==> config.mk <==
export PLATFORM = sky130hd
export DESIGN_NAME = virtual_timer_multiplexer
export DESIGN_NICKNAME = d
export VERILOG_FILES = /design/src/rtl/core/vtm_pkg.sv /design/src/rtl/core/vtm_ctrl.sv /design/src/rtl/core/vtm_dp.sv /design/src/rtl/core/virtual_timer_multiplexer.sv
export SDC_FILE = /design/constraint.sdc
export NUM_CORES = 2
export LEC_CHECK = 0
export ABC_AREA = 1
export BUFFER_PORTS_ARGS = -buffer_cell sky130_fd_sc_hd__buf_4
export CORE_MARGIN = 2
export CORE_UTILIZATION = 49
export CTS_CLUSTER_DIAMETER = 60
export DETAILED_ROUTE_END_ITERATION = 10
export GPL_TIMING_DRIVEN = 0
export SLEW_MARGIN = 30
export SYNTH_ARGS = -nofsm -noshare
export SYNTH_HDL_FRONTEND = slang
export SYNTH_SLANG_ARGS = --single-unit
==> constraint.sdc <==
create_clock -name clk -period 7.6 [get_ports clk]
set_clock_uncertainty 0.15 [all_clocks]
set_input_delay 0.38 -clock clk [delete_from_list [all_inputs] [get_ports clk]]
set_output_delay 0.38 -clock clk [all_outputs]
set_load 0.05 [all_outputs]
==> src/rtl/core/vtm_pkg.sv <==
// ----------------------------------------------------------------------------
// vtm_pkg : shared definitions for the virtual timer multiplexer
// Slot table sizing, opcodes, event kinds and the command and status
// structures that join the controller to the datapath.
// ----------------------------------------------------------------------------
`default_nettype none

package vtm_pkg;

    // Table sizing
    localparam int NUM_SLOTS = 16;
    localparam int MAX_FIRES = 16;
    localparam int SLOT_W    = (NUM_SLOTS > 1) ? $clog2(NUM_SLOTS) : 1;
    localparam int CNT_W     = $clog2(NUM_SLOTS + 1);
    localparam int FCNT_W    = $clog2(MAX_FIRES + 1);

    // Field widths of the ports
    localparam int OP_W   = 2;
    localparam int TIME_W = 32;
    localparam int ID_W   = 4;
    localparam int KIND_W = 3;

    // Opcodes (the unused code behaves as a tick)
    localparam logic [OP_W-1:0] OP_TICK   = 2'd0;
    localparam logic [OP_W-1:0] OP_START  = 2'd1;
    localparam logic [OP_W-1:0] OP_CANCEL = 2'd2;

    // Event kinds
    localparam logic [KIND_W-1:0] EV_STARTED     = 3'd0;
    localparam logic [KIND_W-1:0] EV_FULL        = 3'd1;
    localparam logic [KIND_W-1:0] EV_CANCELLED   = 3'd2;
    localparam logic [KIND_W-1:0] EV_NOT_ACTIVE  = 3'd3;
    localparam logic [KIND_W-1:0] EV_FIRED       = 3'd4;

    typedef logic [SLOT_W-1:0] slot_t;

    // Commands from the controller
    typedef struct packed {
        logic do_start;    // take a start beat from the input ports
        logic do_cancel;   // take a cancel beat from the input ports
        logic do_tick;     // advance the counter, clear the fired set
        logic scan_begin;  // restart a scan of the slot table
        logic scan_step;   // run one scan cycle
        logic fire_read;   // latch the best slot, read its period
        logic fire_write;  // reschedule or free the latched slot
        logic emit_fire;   // load a fire event into the output register
        logic emit_last;   // force last on that fire event
    } vtm_cmd_t;

    // Status back to the controller
    typedef struct packed {
        logic scan_done;   // scan finished, best slot settled
        logic found;       // a due, not yet fired slot was found
        logic have_fired;  // a fire of this tick awaits its event
        logic cap_hit;     // the fire under way is the final one allowed
        logic out_last;    // output register holds a last event
    } vtm_sts_t;

endpackage

`default_nettype wire

==> src/rtl/core/vtm_ctrl.sv <==
// ----------------------------------------------------------------------------
// vtm_ctrl : sequencing controller
// Decodes each input beat and steps the datapath through scans, fires and
// output handshakes, one item at a time.
// ----------------------------------------------------------------------------
`default_nettype none

module vtm_ctrl
(
    input  wire logic                    clk,
    input  wire logic                    rst_n,
    input  wire logic                    in_valid,
    output logic                         in_ready,
    input  wire logic [vtm_pkg::OP_W-1:0] opcode,
    output logic                         out_valid,
    input  wire logic                    out_ready,
    output vtm_pkg::vtm_cmd_t            cmd,
    input  wire vtm_pkg::vtm_sts_t       sts
);
    import vtm_pkg::*;

    localparam logic [2:0] ST_IDLE    = 3'd0;
    localparam logic [2:0] ST_SCAN    = 3'd1;
    localparam logic [2:0] ST_PICK    = 3'd2;
    localparam logic [2:0] ST_FIRE_RD = 3'd3;
    localparam logic [2:0] ST_FIRE_WR = 3'd4;
    localparam logic [2:0] ST_OUT     = 3'd5;

    logic [2:0] state_reg;
    logic [2:0] state_next;

    // Hold the state
    always_ff @(posedge clk or negedge rst_n)
    begin
        if (!rst_n)
        begin
            state_reg <= ST_IDLE;
        end
        else
        begin
            state_reg <= state_next;
        end
    end

    // Decode the state into commands and the next state
    always_comb
    begin
        state_next = state_reg;
        cmd        = '0;
        in_ready   = 1'b0;
        out_valid  = 1'b0;
        unique case (state_reg)
            ST_IDLE:
            begin
                in_ready = 1'b1;
                if (in_valid)
                begin
                    priority if (opcode == OP_START)
                    begin
                        cmd.do_start = 1'b1;
                        state_next   = ST_OUT;
                    end
                    else if (opcode == OP_CANCEL)
                    begin
                        cmd.do_cancel = 1'b1;
                        state_next    = ST_OUT;
                    end
                    else
                    begin
                        cmd.do_tick    = 1'b1;
                        cmd.scan_begin = 1'b1;
                        state_next     = ST_SCAN;
                    end
                end
            end
            ST_SCAN:
            begin
                cmd.scan_step = 1'b1;
                if (sts.scan_done)
                begin
                    state_next = ST_PICK;
                end
            end
            ST_PICK:
            begin
                priority if (sts.have_fired)
                begin
                    cmd.emit_fire = 1'b1;
                    state_next    = ST_OUT;
                end
                else if (sts.found)
                begin
                    state_next = ST_FIRE_RD;
                end
                else
                begin
                    state_next = ST_IDLE;
                end
            end
            ST_FIRE_RD:
            begin
                cmd.fire_read = 1'b1;
                state_next    = ST_FIRE_WR;
            end
            ST_FIRE_WR:
            begin
                cmd.fire_write = 1'b1;
                if (sts.cap_hit)
                begin
                    cmd.emit_fire = 1'b1;
                    cmd.emit_last = 1'b1;
                    state_next    = ST_OUT;
                end
                else
                begin
                    cmd.scan_begin = 1'b1;
                    state_next     = ST_SCAN;
                end
            end
            ST_OUT:
            begin
                out_valid = 1'b1;
                if (out_ready)
                begin
                    state_next = sts.out_last ? ST_IDLE : ST_FIRE_RD;
                end
            end
            default:
            begin
                state_next = ST_IDLE;
            end
        endcase
    end

endmodule

`default_nettype wire

==> src/rtl/core/vtm_dp.sv <==
// ----------------------------------------------------------------------------
// vtm_dp : timer table datapath
// Holds the counter, the slot table and its expiry and period memories,
// scans one slot per cycle for the oldest due timer and builds each event.
// ----------------------------------------------------------------------------
`default_nettype none

module vtm_dp
(
    input  wire logic                       clk,
    input  wire logic                       rst_n,
    input  wire logic [vtm_pkg::TIME_W-1:0] duration,
    input  wire logic                       repeat_flag,
    input  wire logic [vtm_pkg::ID_W-1:0]   cancel_id,
    output logic [vtm_pkg::KIND_W-1:0]      event_kind,
    output logic [vtm_pkg::ID_W-1:0]        slot_id,
    output logic [vtm_pkg::TIME_W-1:0]      time_now,
    output logic                            last,
    input  wire vtm_pkg::vtm_cmd_t          cmd,
    output vtm_pkg::vtm_sts_t               sts
);
    import vtm_pkg::*;

    // Control state
    logic [TIME_W-1:0]    counter_reg;
    logic [NUM_SLOTS-1:0] active_reg;
    logic [NUM_SLOTS-1:0] done_reg;
    logic [CNT_W-1:0]     scan_cnt_reg;
    logic                 rd_valid_reg;
    logic                 found_reg;
    logic                 have_fired_reg;
    logic [FCNT_W-1:0]    fire_cnt_reg;

    // Payload state
    logic [TIME_W-1:0]    exp_mem [NUM_SLOTS];
    logic [TIME_W-1:0]    per_mem [NUM_SLOTS];
    logic [NUM_SLOTS-1:0] repeat_reg;
    logic [TIME_W-1:0]    exp_rd_reg;
    logic [TIME_W-1:0]    per_rd_reg;
    slot_t                rd_slot_reg;
    slot_t                best_reg;
    logic [TIME_W-1:0]    best_age_reg;
    slot_t                fired_reg;
    logic [KIND_W-1:0]    kind_reg;
    logic [ID_W-1:0]      id_reg;
    logic                 last_reg;

    // Combinational helpers
    slot_t             free_slot;
    logic              any_free;
    slot_t             cancel_slot;
    logic              cancel_ok;
    logic              scan_run;
    slot_t             scan_slot;
    logic [TIME_W-1:0] age;
    logic              cand;
    logic              exp_we;
    slot_t             exp_wa;
    logic [TIME_W-1:0] exp_wd;

    // Find the lowest free slot
    always_comb
    begin
        free_slot = '0;
        any_free  = 1'b0;
        for (int i = NUM_SLOTS - 1; i >= 0; i--)
        begin
            if (!active_reg[i])
            begin
                free_slot = slot_t'(i);
                any_free  = 1'b1;
            end
        end
    end

    // Check the cancel target
    assign cancel_slot = slot_t'(cancel_id);
    assign cancel_ok   = (32'(cancel_id) < NUM_SLOTS) && active_reg[cancel_slot];

    // Scan addressing and due test for the slot read last cycle
    assign scan_run  = cmd.scan_step && (scan_cnt_reg < CNT_W'(NUM_SLOTS));
    assign scan_slot = scan_cnt_reg[SLOT_W-1:0];
    assign age       = counter_reg - exp_rd_reg;
    assign cand      = rd_valid_reg && active_reg[rd_slot_reg] && !done_reg[rd_slot_reg]
                       && !age[TIME_W-1];

    // Select the expiry write: new timer or reschedule
    always_comb
    begin
        exp_we = 1'b0;
        exp_wa = fired_reg;
        exp_wd = counter_reg + per_rd_reg;
        if (cmd.do_start && any_free)
        begin
            exp_we = 1'b1;
            exp_wa = free_slot;
            exp_wd = counter_reg + duration;
        end
        else if (cmd.fire_write && repeat_reg[fired_reg])
        begin
            exp_we = 1'b1;
        end
    end

    // Memories and payload registers
    always_ff @(posedge clk)
    begin
        if (exp_we)
        begin
            exp_mem[exp_wa] <= exp_wd;
        end
        if (cmd.do_start && any_free)
        begin
            per_mem[free_slot]    <= duration;
            repeat_reg[free_slot] <= repeat_flag;
        end
        if (scan_run)
        begin
            exp_rd_reg  <= exp_mem[scan_slot];
            rd_slot_reg <= scan_slot;
        end
        if (cmd.fire_read)
        begin
            per_rd_reg <= per_mem[best_reg];
            fired_reg  <= best_reg;
        end
        if (cand && (!found_reg || age > best_age_reg))
        begin
            best_reg     <= rd_slot_reg;
            best_age_reg <= age;
        end
        // Build the event
        if (cmd.do_start)
        begin
            kind_reg <= any_free ? EV_STARTED : EV_FULL;
            id_reg   <= any_free ? ID_W'(free_slot) : '0;
            last_reg <= 1'b1;
        end
        else if (cmd.do_cancel)
        begin
            kind_reg <= cancel_ok ? EV_CANCELLED : EV_NOT_ACTIVE;
            id_reg   <= cancel_id;
            last_reg <= 1'b1;
        end
        else if (cmd.emit_fire)
        begin
            kind_reg <= EV_FIRED;
            id_reg   <= ID_W'(fired_reg);
            last_reg <= cmd.emit_last || !found_reg;
        end
    end

    // Control registers
    always_ff @(posedge clk or negedge rst_n)
    begin
        if (!rst_n)
        begin
            counter_reg    <= '0;
            active_reg     <= '0;
            done_reg       <= '0;
            scan_cnt_reg   <= '0;
            rd_valid_reg   <= 1'b0;
            found_reg      <= 1'b0;
            have_fired_reg <= 1'b0;
            fire_cnt_reg   <= '0;
        end
        else
        begin
            // Table updates from start and cancel
            if (cmd.do_start && any_free)
            begin
                active_reg[free_slot] <= 1'b1;
            end
            if (cmd.do_cancel && cancel_ok)
            begin
                active_reg[cancel_slot] <= 1'b0;
            end
            // Advance time and open a new tick
            if (cmd.do_tick)
            begin
                counter_reg    <= counter_reg + 1'b1;
                done_reg       <= '0;
                have_fired_reg <= 1'b0;
                fire_cnt_reg   <= '0;
            end
            // Scan sequencing
            if (cmd.scan_begin)
            begin
                scan_cnt_reg <= '0;
                rd_valid_reg <= 1'b0;
                found_reg    <= 1'b0;
            end
            else if (cmd.scan_step)
            begin
                rd_valid_reg <= scan_run;
                if (scan_run)
                begin
                    scan_cnt_reg <= scan_cnt_reg + 1'b1;
                end
                if (cand)
                begin
                    found_reg <= 1'b1;
                end
            end
            // Fire the chosen slot
            if (cmd.fire_read)
            begin
                done_reg[best_reg] <= 1'b1;
            end
            if (cmd.fire_write)
            begin
                if (!repeat_reg[fired_reg])
                begin
                    active_reg[fired_reg] <= 1'b0;
                end
                fire_cnt_reg   <= fire_cnt_reg + 1'b1;
                have_fired_reg <= 1'b1;
            end
        end
    end

    // Status and outputs
    assign sts.scan_done  = (scan_cnt_reg == CNT_W'(NUM_SLOTS)) && !rd_valid_reg;
    assign sts.found      = found_reg;
    assign sts.have_fired = have_fired_reg;
    assign sts.cap_hit    = (fire_cnt_reg == FCNT_W'(MAX_FIRES - 1));
    assign sts.out_last   = last_reg;

    assign event_kind = kind_reg;
    assign slot_id    = id_reg;
    assign time_now   = counter_reg;
    assign last       = last_reg;

    // Checks
    a_fire_active: assert property (@(posedge clk) disable iff (!rst_n)
        cmd.fire_write |-> active_reg[fired_reg])
        else $error("fire of a slot that is not active");

    a_tick_step: assert property (@(posedge clk) disable iff (!rst_n)
        cmd.do_tick |=> counter_reg == $past(counter_reg) + 1'b1)
        else $error("counter did not advance by one on a tick");

    a_scan_bound: assert property (@(posedge clk) disable iff (!rst_n)
        scan_cnt_reg <= CNT_W'(NUM_SLOTS))
        else $error("scan counter ran past the table");

    a_fire_bound: assert property (@(posedge clk) disable iff (!rst_n)
        fire_cnt_reg <= FCNT_W'(MAX_FIRES))
        else $error("more fires in one tick than allowed");

    a_emit_source: assert property (@(posedge clk) disable iff (!rst_n)
        cmd.emit_fire |-> (have_fired_reg || cmd.fire_write))
        else $error("fire event with no fired slot");

endmodule

`default_nettype wire

==> src/rtl/core/virtual_timer_multiplexer.sv <==
// ----------------------------------------------------------------------------
// virtual_timer_multiplexer : virtual timers on one microsecond counter
// Top level: joins the sequencing controller to the timer table datapath.
// ----------------------------------------------------------------------------
// Up to 16 timers share one free-running 32-bit counter that a tick beat
// advances by one. A start beat takes the lowest free slot and offers one
// event in the cycle after acceptance; a cancel beat does the same. A tick
// beat scans the table one slot per cycle through the expiry memory, and a
// tick that fires F timers runs F + 1 scans (one fewer when it reaches the
// cap of 16 fires); a tick with nothing due gives no event. Fires come
// oldest expiry first, lowest slot on ties, at most 16 per tick. One item is
// in work at a time: in_ready is high only when the previous item is fully
// delivered. time_now shows the counter.
`default_nettype none

module virtual_timer_multiplexer
(
    input  wire logic                       clk,
    input  wire logic                       rst_n,
    input  wire logic                       in_valid,
    output logic                            in_ready,
    input  wire logic [vtm_pkg::OP_W-1:0]   opcode,
    input  wire logic [vtm_pkg::TIME_W-1:0] duration,
    input  wire logic                       repeat_flag,
    input  wire logic [vtm_pkg::ID_W-1:0]   cancel_id,
    output logic                            out_valid,
    input  wire logic                       out_ready,
    output logic [vtm_pkg::KIND_W-1:0]      event_kind,
    output logic [vtm_pkg::ID_W-1:0]        slot_id,
    output logic [vtm_pkg::TIME_W-1:0]      time_now,
    output logic                            last
);
    import vtm_pkg::*;

    vtm_cmd_t cmd;
    vtm_sts_t sts;

    // Sequencing
    vtm_ctrl u_ctrl
    (
        .clk       (clk),
        .rst_n     (rst_n),
        .in_valid  (in_valid),
        .in_ready  (in_ready),
        .opcode    (opcode),
        .out_valid (out_valid),
        .out_ready (out_ready),
        .cmd       (cmd),
        .sts       (sts)
    );

    // Timer table
    vtm_dp u_dp
    (
        .clk         (clk),
        .rst_n       (rst_n),
        .duration    (duration),
        .repeat_flag (repeat_flag),
        .cancel_id   (cancel_id),
        .event_kind  (event_kind),
        .slot_id     (slot_id),
        .time_now    (time_now),
        .last        (last),
        .cmd         (cmd),
        .sts         (sts)
    );

endmodule

`default_nettype wire

# Word level (Yosys, flattened, before mapping)
# Memories as Yosys holds them, arrays and structs flattened. A register that Yosys moved wholly into a read port is not among the register bits.
# Cells that the tools add are included.
# totals
input_bits,43
output_inout_bits,42
n_memories,2
wordCells,194
mem_bits_rw,1024
register_bits,148
# classes
reduce_logical,29
add_sub_neg,6
n_mux,111
n_lt_le_gt_ge,11
n_bitwise,6
eq_ne,12
# memory_table
memory,depth,width,rd,rd_clocked_by_memory_dff,wr,line_no,text
u_dp.exp_mem,16,32,1,1,1,vtm_dp.sv:35,logic [TIME_W-1:0] exp_mem [NUM_SLOTS];
u_dp.per_mem,16,32,1,1,1,vtm_dp.sv:36,logic [TIME_W-1:0] per_mem [NUM_SLOTS];
# ops
operator,n
2-to-1 mux 16 bit,6
2-to-1 mux 4 bit,22
adder 32 bit,2
2-to-1 mux 1 bit,49
2-to-1 mux 3 bit,12
adder 32 x 1 -> 32 bit (second input constant),1
AND 16 bit,2
> comparator 32 bit,1
2-to-1 mux 32 bit,1
inverter 16 bit,2
bitwise OR 16 bit,2
subtractor 32 bit,1
< comparator 4 x 5 -> 1 bit (second input constant),5
2-to-1 mux 5 bit,5
one-hot mux 3 bit (6 select lines),1
binary-select mux 1 bit (select 4 bit),4
bitwise mux 16 bit,1
demux 1 bit (select 4 bit),4
>= comparator 4 x 1 -> 1 bit (second input constant),4
logical AND 1 bit,13
adder 5 x 1 -> 5 bit (second input constant),2
2-to-1 mux 2 bit,4
nonzero test 2 bit,4
== test 3 x 2 -> 1 bit (second input constant),2
other kinds (16),25

# Depth between registers and ports, before layout
# depth
depth_word,27
ltp_mapped,24

# By module
# From an unflattened synthesis, not the netlist that was laid out.
# hier_totals
hier_cells,4156
hier_area_um2,51891.0
# modules_own_cells
mod,n_inst,area_each_um2,cells_per_inst,seq_area_each_um2
vtm_dp,1,51525.7,4095,36630.1
vtm_ctrl,1,365.4,61,75.1

# Least setup slack after synthesis
# OpenSTA, ideal clock, no wires.
# synth_timing
kind,register -> register
start,"register u_dp.counter_reg[2], in the netlist u_dp.time_now[2]"
end,"register u_dp.best_age_reg[0], enable pin"
setup_slack_ps,1866
arrival_time_ps,5143
stages_incl_launch_ff,20
path_cell_list,dfrtp_1 -> ha_1 -> a21oi_1 -> nand2_1 -> a21oi_1 -> o21ai_1 -> a21boi_0 -> o21ai_1 -> nand3_1 -> nand2_1 -> xor2_1 -> ha_1 -> nand2_1 -> nor2_1 -> nand4_1 -> nor4_1 -> o21ai_0 -> nand2_1 -> nand2_1 -> a21oi_1
# synth_via
elab_chain_cells,4
# synth_lines
item,line_no,text
"start, declared",vtm_dp.sv:25,logic [TIME_W-1:0] counter_reg;
"start signal, assigned",vtm_dp.sv:181,counter_reg <= counter_reg + 1'b1;
subtractor 32 bit,vtm_dp.sv:83,assign age = counter_reg - exp_rd_reg;
via u_dp.age[29],vtm_dp.sv:55,logic [TIME_W-1:0] age;
> comparator 32 bit,vtm_dp.sv:127,if (cand && (!found_reg || age > best_age_reg))
logical OR 1 bit,vtm_dp.sv:127,
logical AND 1 bit,vtm_dp.sv:127,
"end signal, assigned",vtm_dp.sv:130,best_age_reg <= age;
"end, declared",vtm_dp.sv:42,logic [TIME_W-1:0] best_age_reg;
# The timed path passes the listed nets, and every way through them passes these cells.
# A chain may end at the register's enable or synchronous reset.

# Final worst setup path
# layout_timing
start,register u_ctrl.state_reg[1]
end,"memory u_dp.exp_mem[13][18], data pin"
# layout_via
elab_chain_cells,4
# layout_lines
item,line_no,text
"start, declared",vtm_ctrl.sv:29,logic [2:0] state_reg;
"start signal, assigned",vtm_ctrl.sv:41,state_reg <= state_next;
logical NOT 3 bit,vtm_ctrl.sv:52,unique case (state_reg)
2-to-1 mux 3 bit,vtm_ctrl.sv:52,
logical AND 1 bit,vtm_dp.sv:93,if (cmd.do_start && any_free)
2-to-1 mux 32 bit,vtm_dp.sv:93,
via u_dp.exp_wd[18],vtm_dp.sv:59,logic [TIME_W-1:0] exp_wd;
"end, declared",vtm_dp.sv:35,
# The timed path passes the listed nets, and every way through them passes these cells.

==> metrics.txt <==
Row Count=119; synthesis-to-layout area growth=17.3%; crit path from=u_ctrl.state_reg[1]; final antenna-violating net count=0; endpoints failing setup=0; CP Cell Sequence=nor2_4, nand2_2, nor2_4, nand2_1, inv_1, nand2_2, inv_2, clkbuf_1, nand2_1, nand2_1, ha_1, inv_1, fa_1, o21ai_0, a21oi_1, o21ai_2, a21oi_1, o21ai_0, nand2_1, nand2_1, xor2_2; share of cells above drive strength 1=9.43%; DR WL/cell=26.9 um; Synth Warn #=0; CP endpoint kind=flop; GP Congestion=0.917; Logic pwr share=32.4%; register clock-pin slew on the reported worst setup and hold paths=0.06 ns; final WL=160 mm; Pwr Total=22.3 mW; Static Leak=21.2 nW; Largest regs=u_dp.exp_mem: 512 flops, u_dp.per_mem: 512 flops; Slew headroom=30.8%; CP max-delay cell=xor2_2; CTS Buf Count=136; Final min period=6.66 ns; NetSw=8.31 mW; #FFs+latches synth=1,236; HP Class=primary input to flop; reg2reg path depth=21; asr flop ratio synth=6.47%; synthesized area per cell=12.5 um^2; DRT Pass-1 Iters=5; CP Capture Point=u_dp.exp_mem[13][18]; chip height=329 um; Arrival @ worst endpoint=6.92 ns; pin count of the biggest net entering global routing=81; Crit Reg-Reg Startpoint=u_ctrl.state_reg[1]; antenna violations before repair=4; Initial DRC Count=3,904; Sw Share=37.2%; Core Box Area=105,000 um^2; effective utilization at floorplan=49.3%; worst-skew pair later-pin latency=0.76 ns; post-layout util=57.9%; sequential share of power=39.4%; most used cell, CP=nand2_1; Cell Pwr Density=367 nW/um^2; Worst Tran Pin Value=1.03 ns; nets@finish=4,623; Max-Cap Viols=0; Placed Cells=5,686; Synth Instances=4,146; CTS tree=done; WP data required=7.86 ns; crit path kind=flop to flop; VDD IR max=0.000260 V; Cell Area, Placed=56,200 um^2; CP max FO=16; Overflow after GRT=0; Post-CTS Resized=0; CP Launch Type=flop; largest stage delay on the critical path=0.70 ns; DP HPWL=111 mm; Finished Cell Area=60,800 um^2; cts hold-fix bufs=42; vias per cell=6.00; CTS sink cnt=1,236; CTS max path bufs=3; first-pass GRT wire length=233 mm; Period Utilization, post-route=87.6%; Slew Limit Fails=0; vias in the first global route=34,872; post-synth cell types=55; die area=108,000 um^2; crit-path leading delay family=compound AO/OA/AOI/OAI gates; number of synthesized flops with an enable pin=1,155; synth top area cells=edfxtp_1, dfrtp_1, nand2_1, o21ai_0, nand3_1; mapped cell area=51,900 um^2; CTS root buffer=clkbuf_16; total track usage=29.6%; clock power share=28.1%; Finished Layout Cells=5,974; top-area cell type share of the netlist area=66.9%; I/O pin count=85; maximum clock frequency=150 MHz; Die W=329 um; final hold violations=0; Seq/Total Area, Yosys=70.8%; H-tree depth=4; predominant post-synthesis flop cell=edfxtp_1; # Post-CTS Setup Buffers=0; Remaining DRCs=0; Setup TNS=0 ns; RSZ-0062 raised after global routing=no; reg2reg end=u_dp.exp_mem[13][18]; total number of vias=35,853; Syn Nets=4,292; number of port buffers=84; Buf+Inv Stages, Crit Path=4; flop-to-flop setup slack=0.94 ns; cell internal pwr=14.0 mW; CP Depth=21; status=completed; largest area contributor in the netlist=edfxtp_1
-- logic make-up (layout without fill, tap and decap cells) --
group	after synthesis	after routing	synth area share (%)
XOR/XNOR	94	94	1.59
multiplexers	1	1	0.0193
other	0	1	0
AO/OA/AOI/OAI	926	926	10.5
buffers and inverters	447	883	3.26
AND/OR/NAND/NOR	1339	1339	11.3
adder cells (fa/ha/maj)	103	103	2.51
flip-flops	1236	1236	70.8
-- placed cells by master, fill, tap and decap left out, types with 46 or more instances in the layout --
cell,instances
nand3_1,328
a31oi_1,138
o21ai_0,348
a21oi_1,115
a22oi_1,133
edfxtp_1,1155
clkbuf_1,215
buf_16,46
nand4_1,62
inv_1,227
o22ai_1,145
buf_4,89
clkbuf_16,142
ha_1,101
nand2_1,484
dfrtp_1,80
nor2_1,349
-- per-layer routing --
layer | share of wire (%) | GRT usage, %
met4 | 4.0 | 12.1
met5 | 0.015 | 0
met2 | 48 | 48.5
met3 | 7.0 | 4.06
met1 | 41 | 40.0
-- how the worst min path moves through the flow --
| stage | depth (start not counted) | end | slack, ns | from |
|---|---|---|---|---|
| after global routing | 4 | u_dp.event_kind[1] | 0.16 | opcode[1] |
| after floorplan | 0 | u_ctrl.state_reg[0] | -0.07 | rst_n |
| after detailed placement | 2 | u_dp.done_reg[12] | 0.32 | u_dp.done_reg[12] |
| after global placement | 2 | u_dp.done_reg[4] | 0.31 | u_dp.done_reg[4] |
| final | 4 | u_dp.event_kind[1] | 0.14 | opcode[1] |
| after CTS | 4 | u_dp.event_kind[1] | 0.11 | opcode[1] |
-- layout make-up --
class / count / area [um^2]
tap: 1391 / 1740
antenna: 1 / 2.50
sequential: 1236 / 36700
fill: 8661 / 44300
buffer: 208 / 801
inverter: 239 / 907
clock inverter: 74 / 528
timing repair buffer: 193 / 2580
multi-input combinational: 2463 / 13900
clock buffer: 169 / 3650
-- Yosys cell counts (80+ instances only) --
library cell and instances:
a31oi_1 138, nand3_1 328, o21ai_0 348, dfrtp_1 80, o22ai_1 145, a22oi_1 133, inv_1 234, ha_1 101
clkbuf_1 193, edfxtp_1 1155, nand2_1 484, nor2_1 375, a21oi_1 116
-- power by group through the flow --
stage                     sequential (mW)  combinational [mW]  clock (mW)
after detailed placement             8.92                7.14           0
after floorplan                      8.88                4.00           0
after CTS                            8.79                7.19        6.32
after global routing                 8.82                7.82        6.60
final                                8.80                7.24        6.28
after global placement               8.97                6.77           0
-- metrics by stage --
step / worst slack, ns / hold slack (ns)
after floorplan: 1.87 / -0.0656
after global placement: -1.38 / 0.313
after detailed placement: 1.13 / 0.319
after CTS: 1.09 / 0.109
after global routing: 0.552 / 0.159
final: 0.943 / 0.140
-- worst reg2reg max path: cells and delay by family (launching register included) --
kind,cells,cell delay [ns]
compound gates,5,1.62
xor+xnor,1,0.70
fa+ha+maj,2,0.67
buf+inv,4,1.31
flops,1,0.44
simple gates,9,1.42
Note: power is estimated with default switching activity, not from simulation.
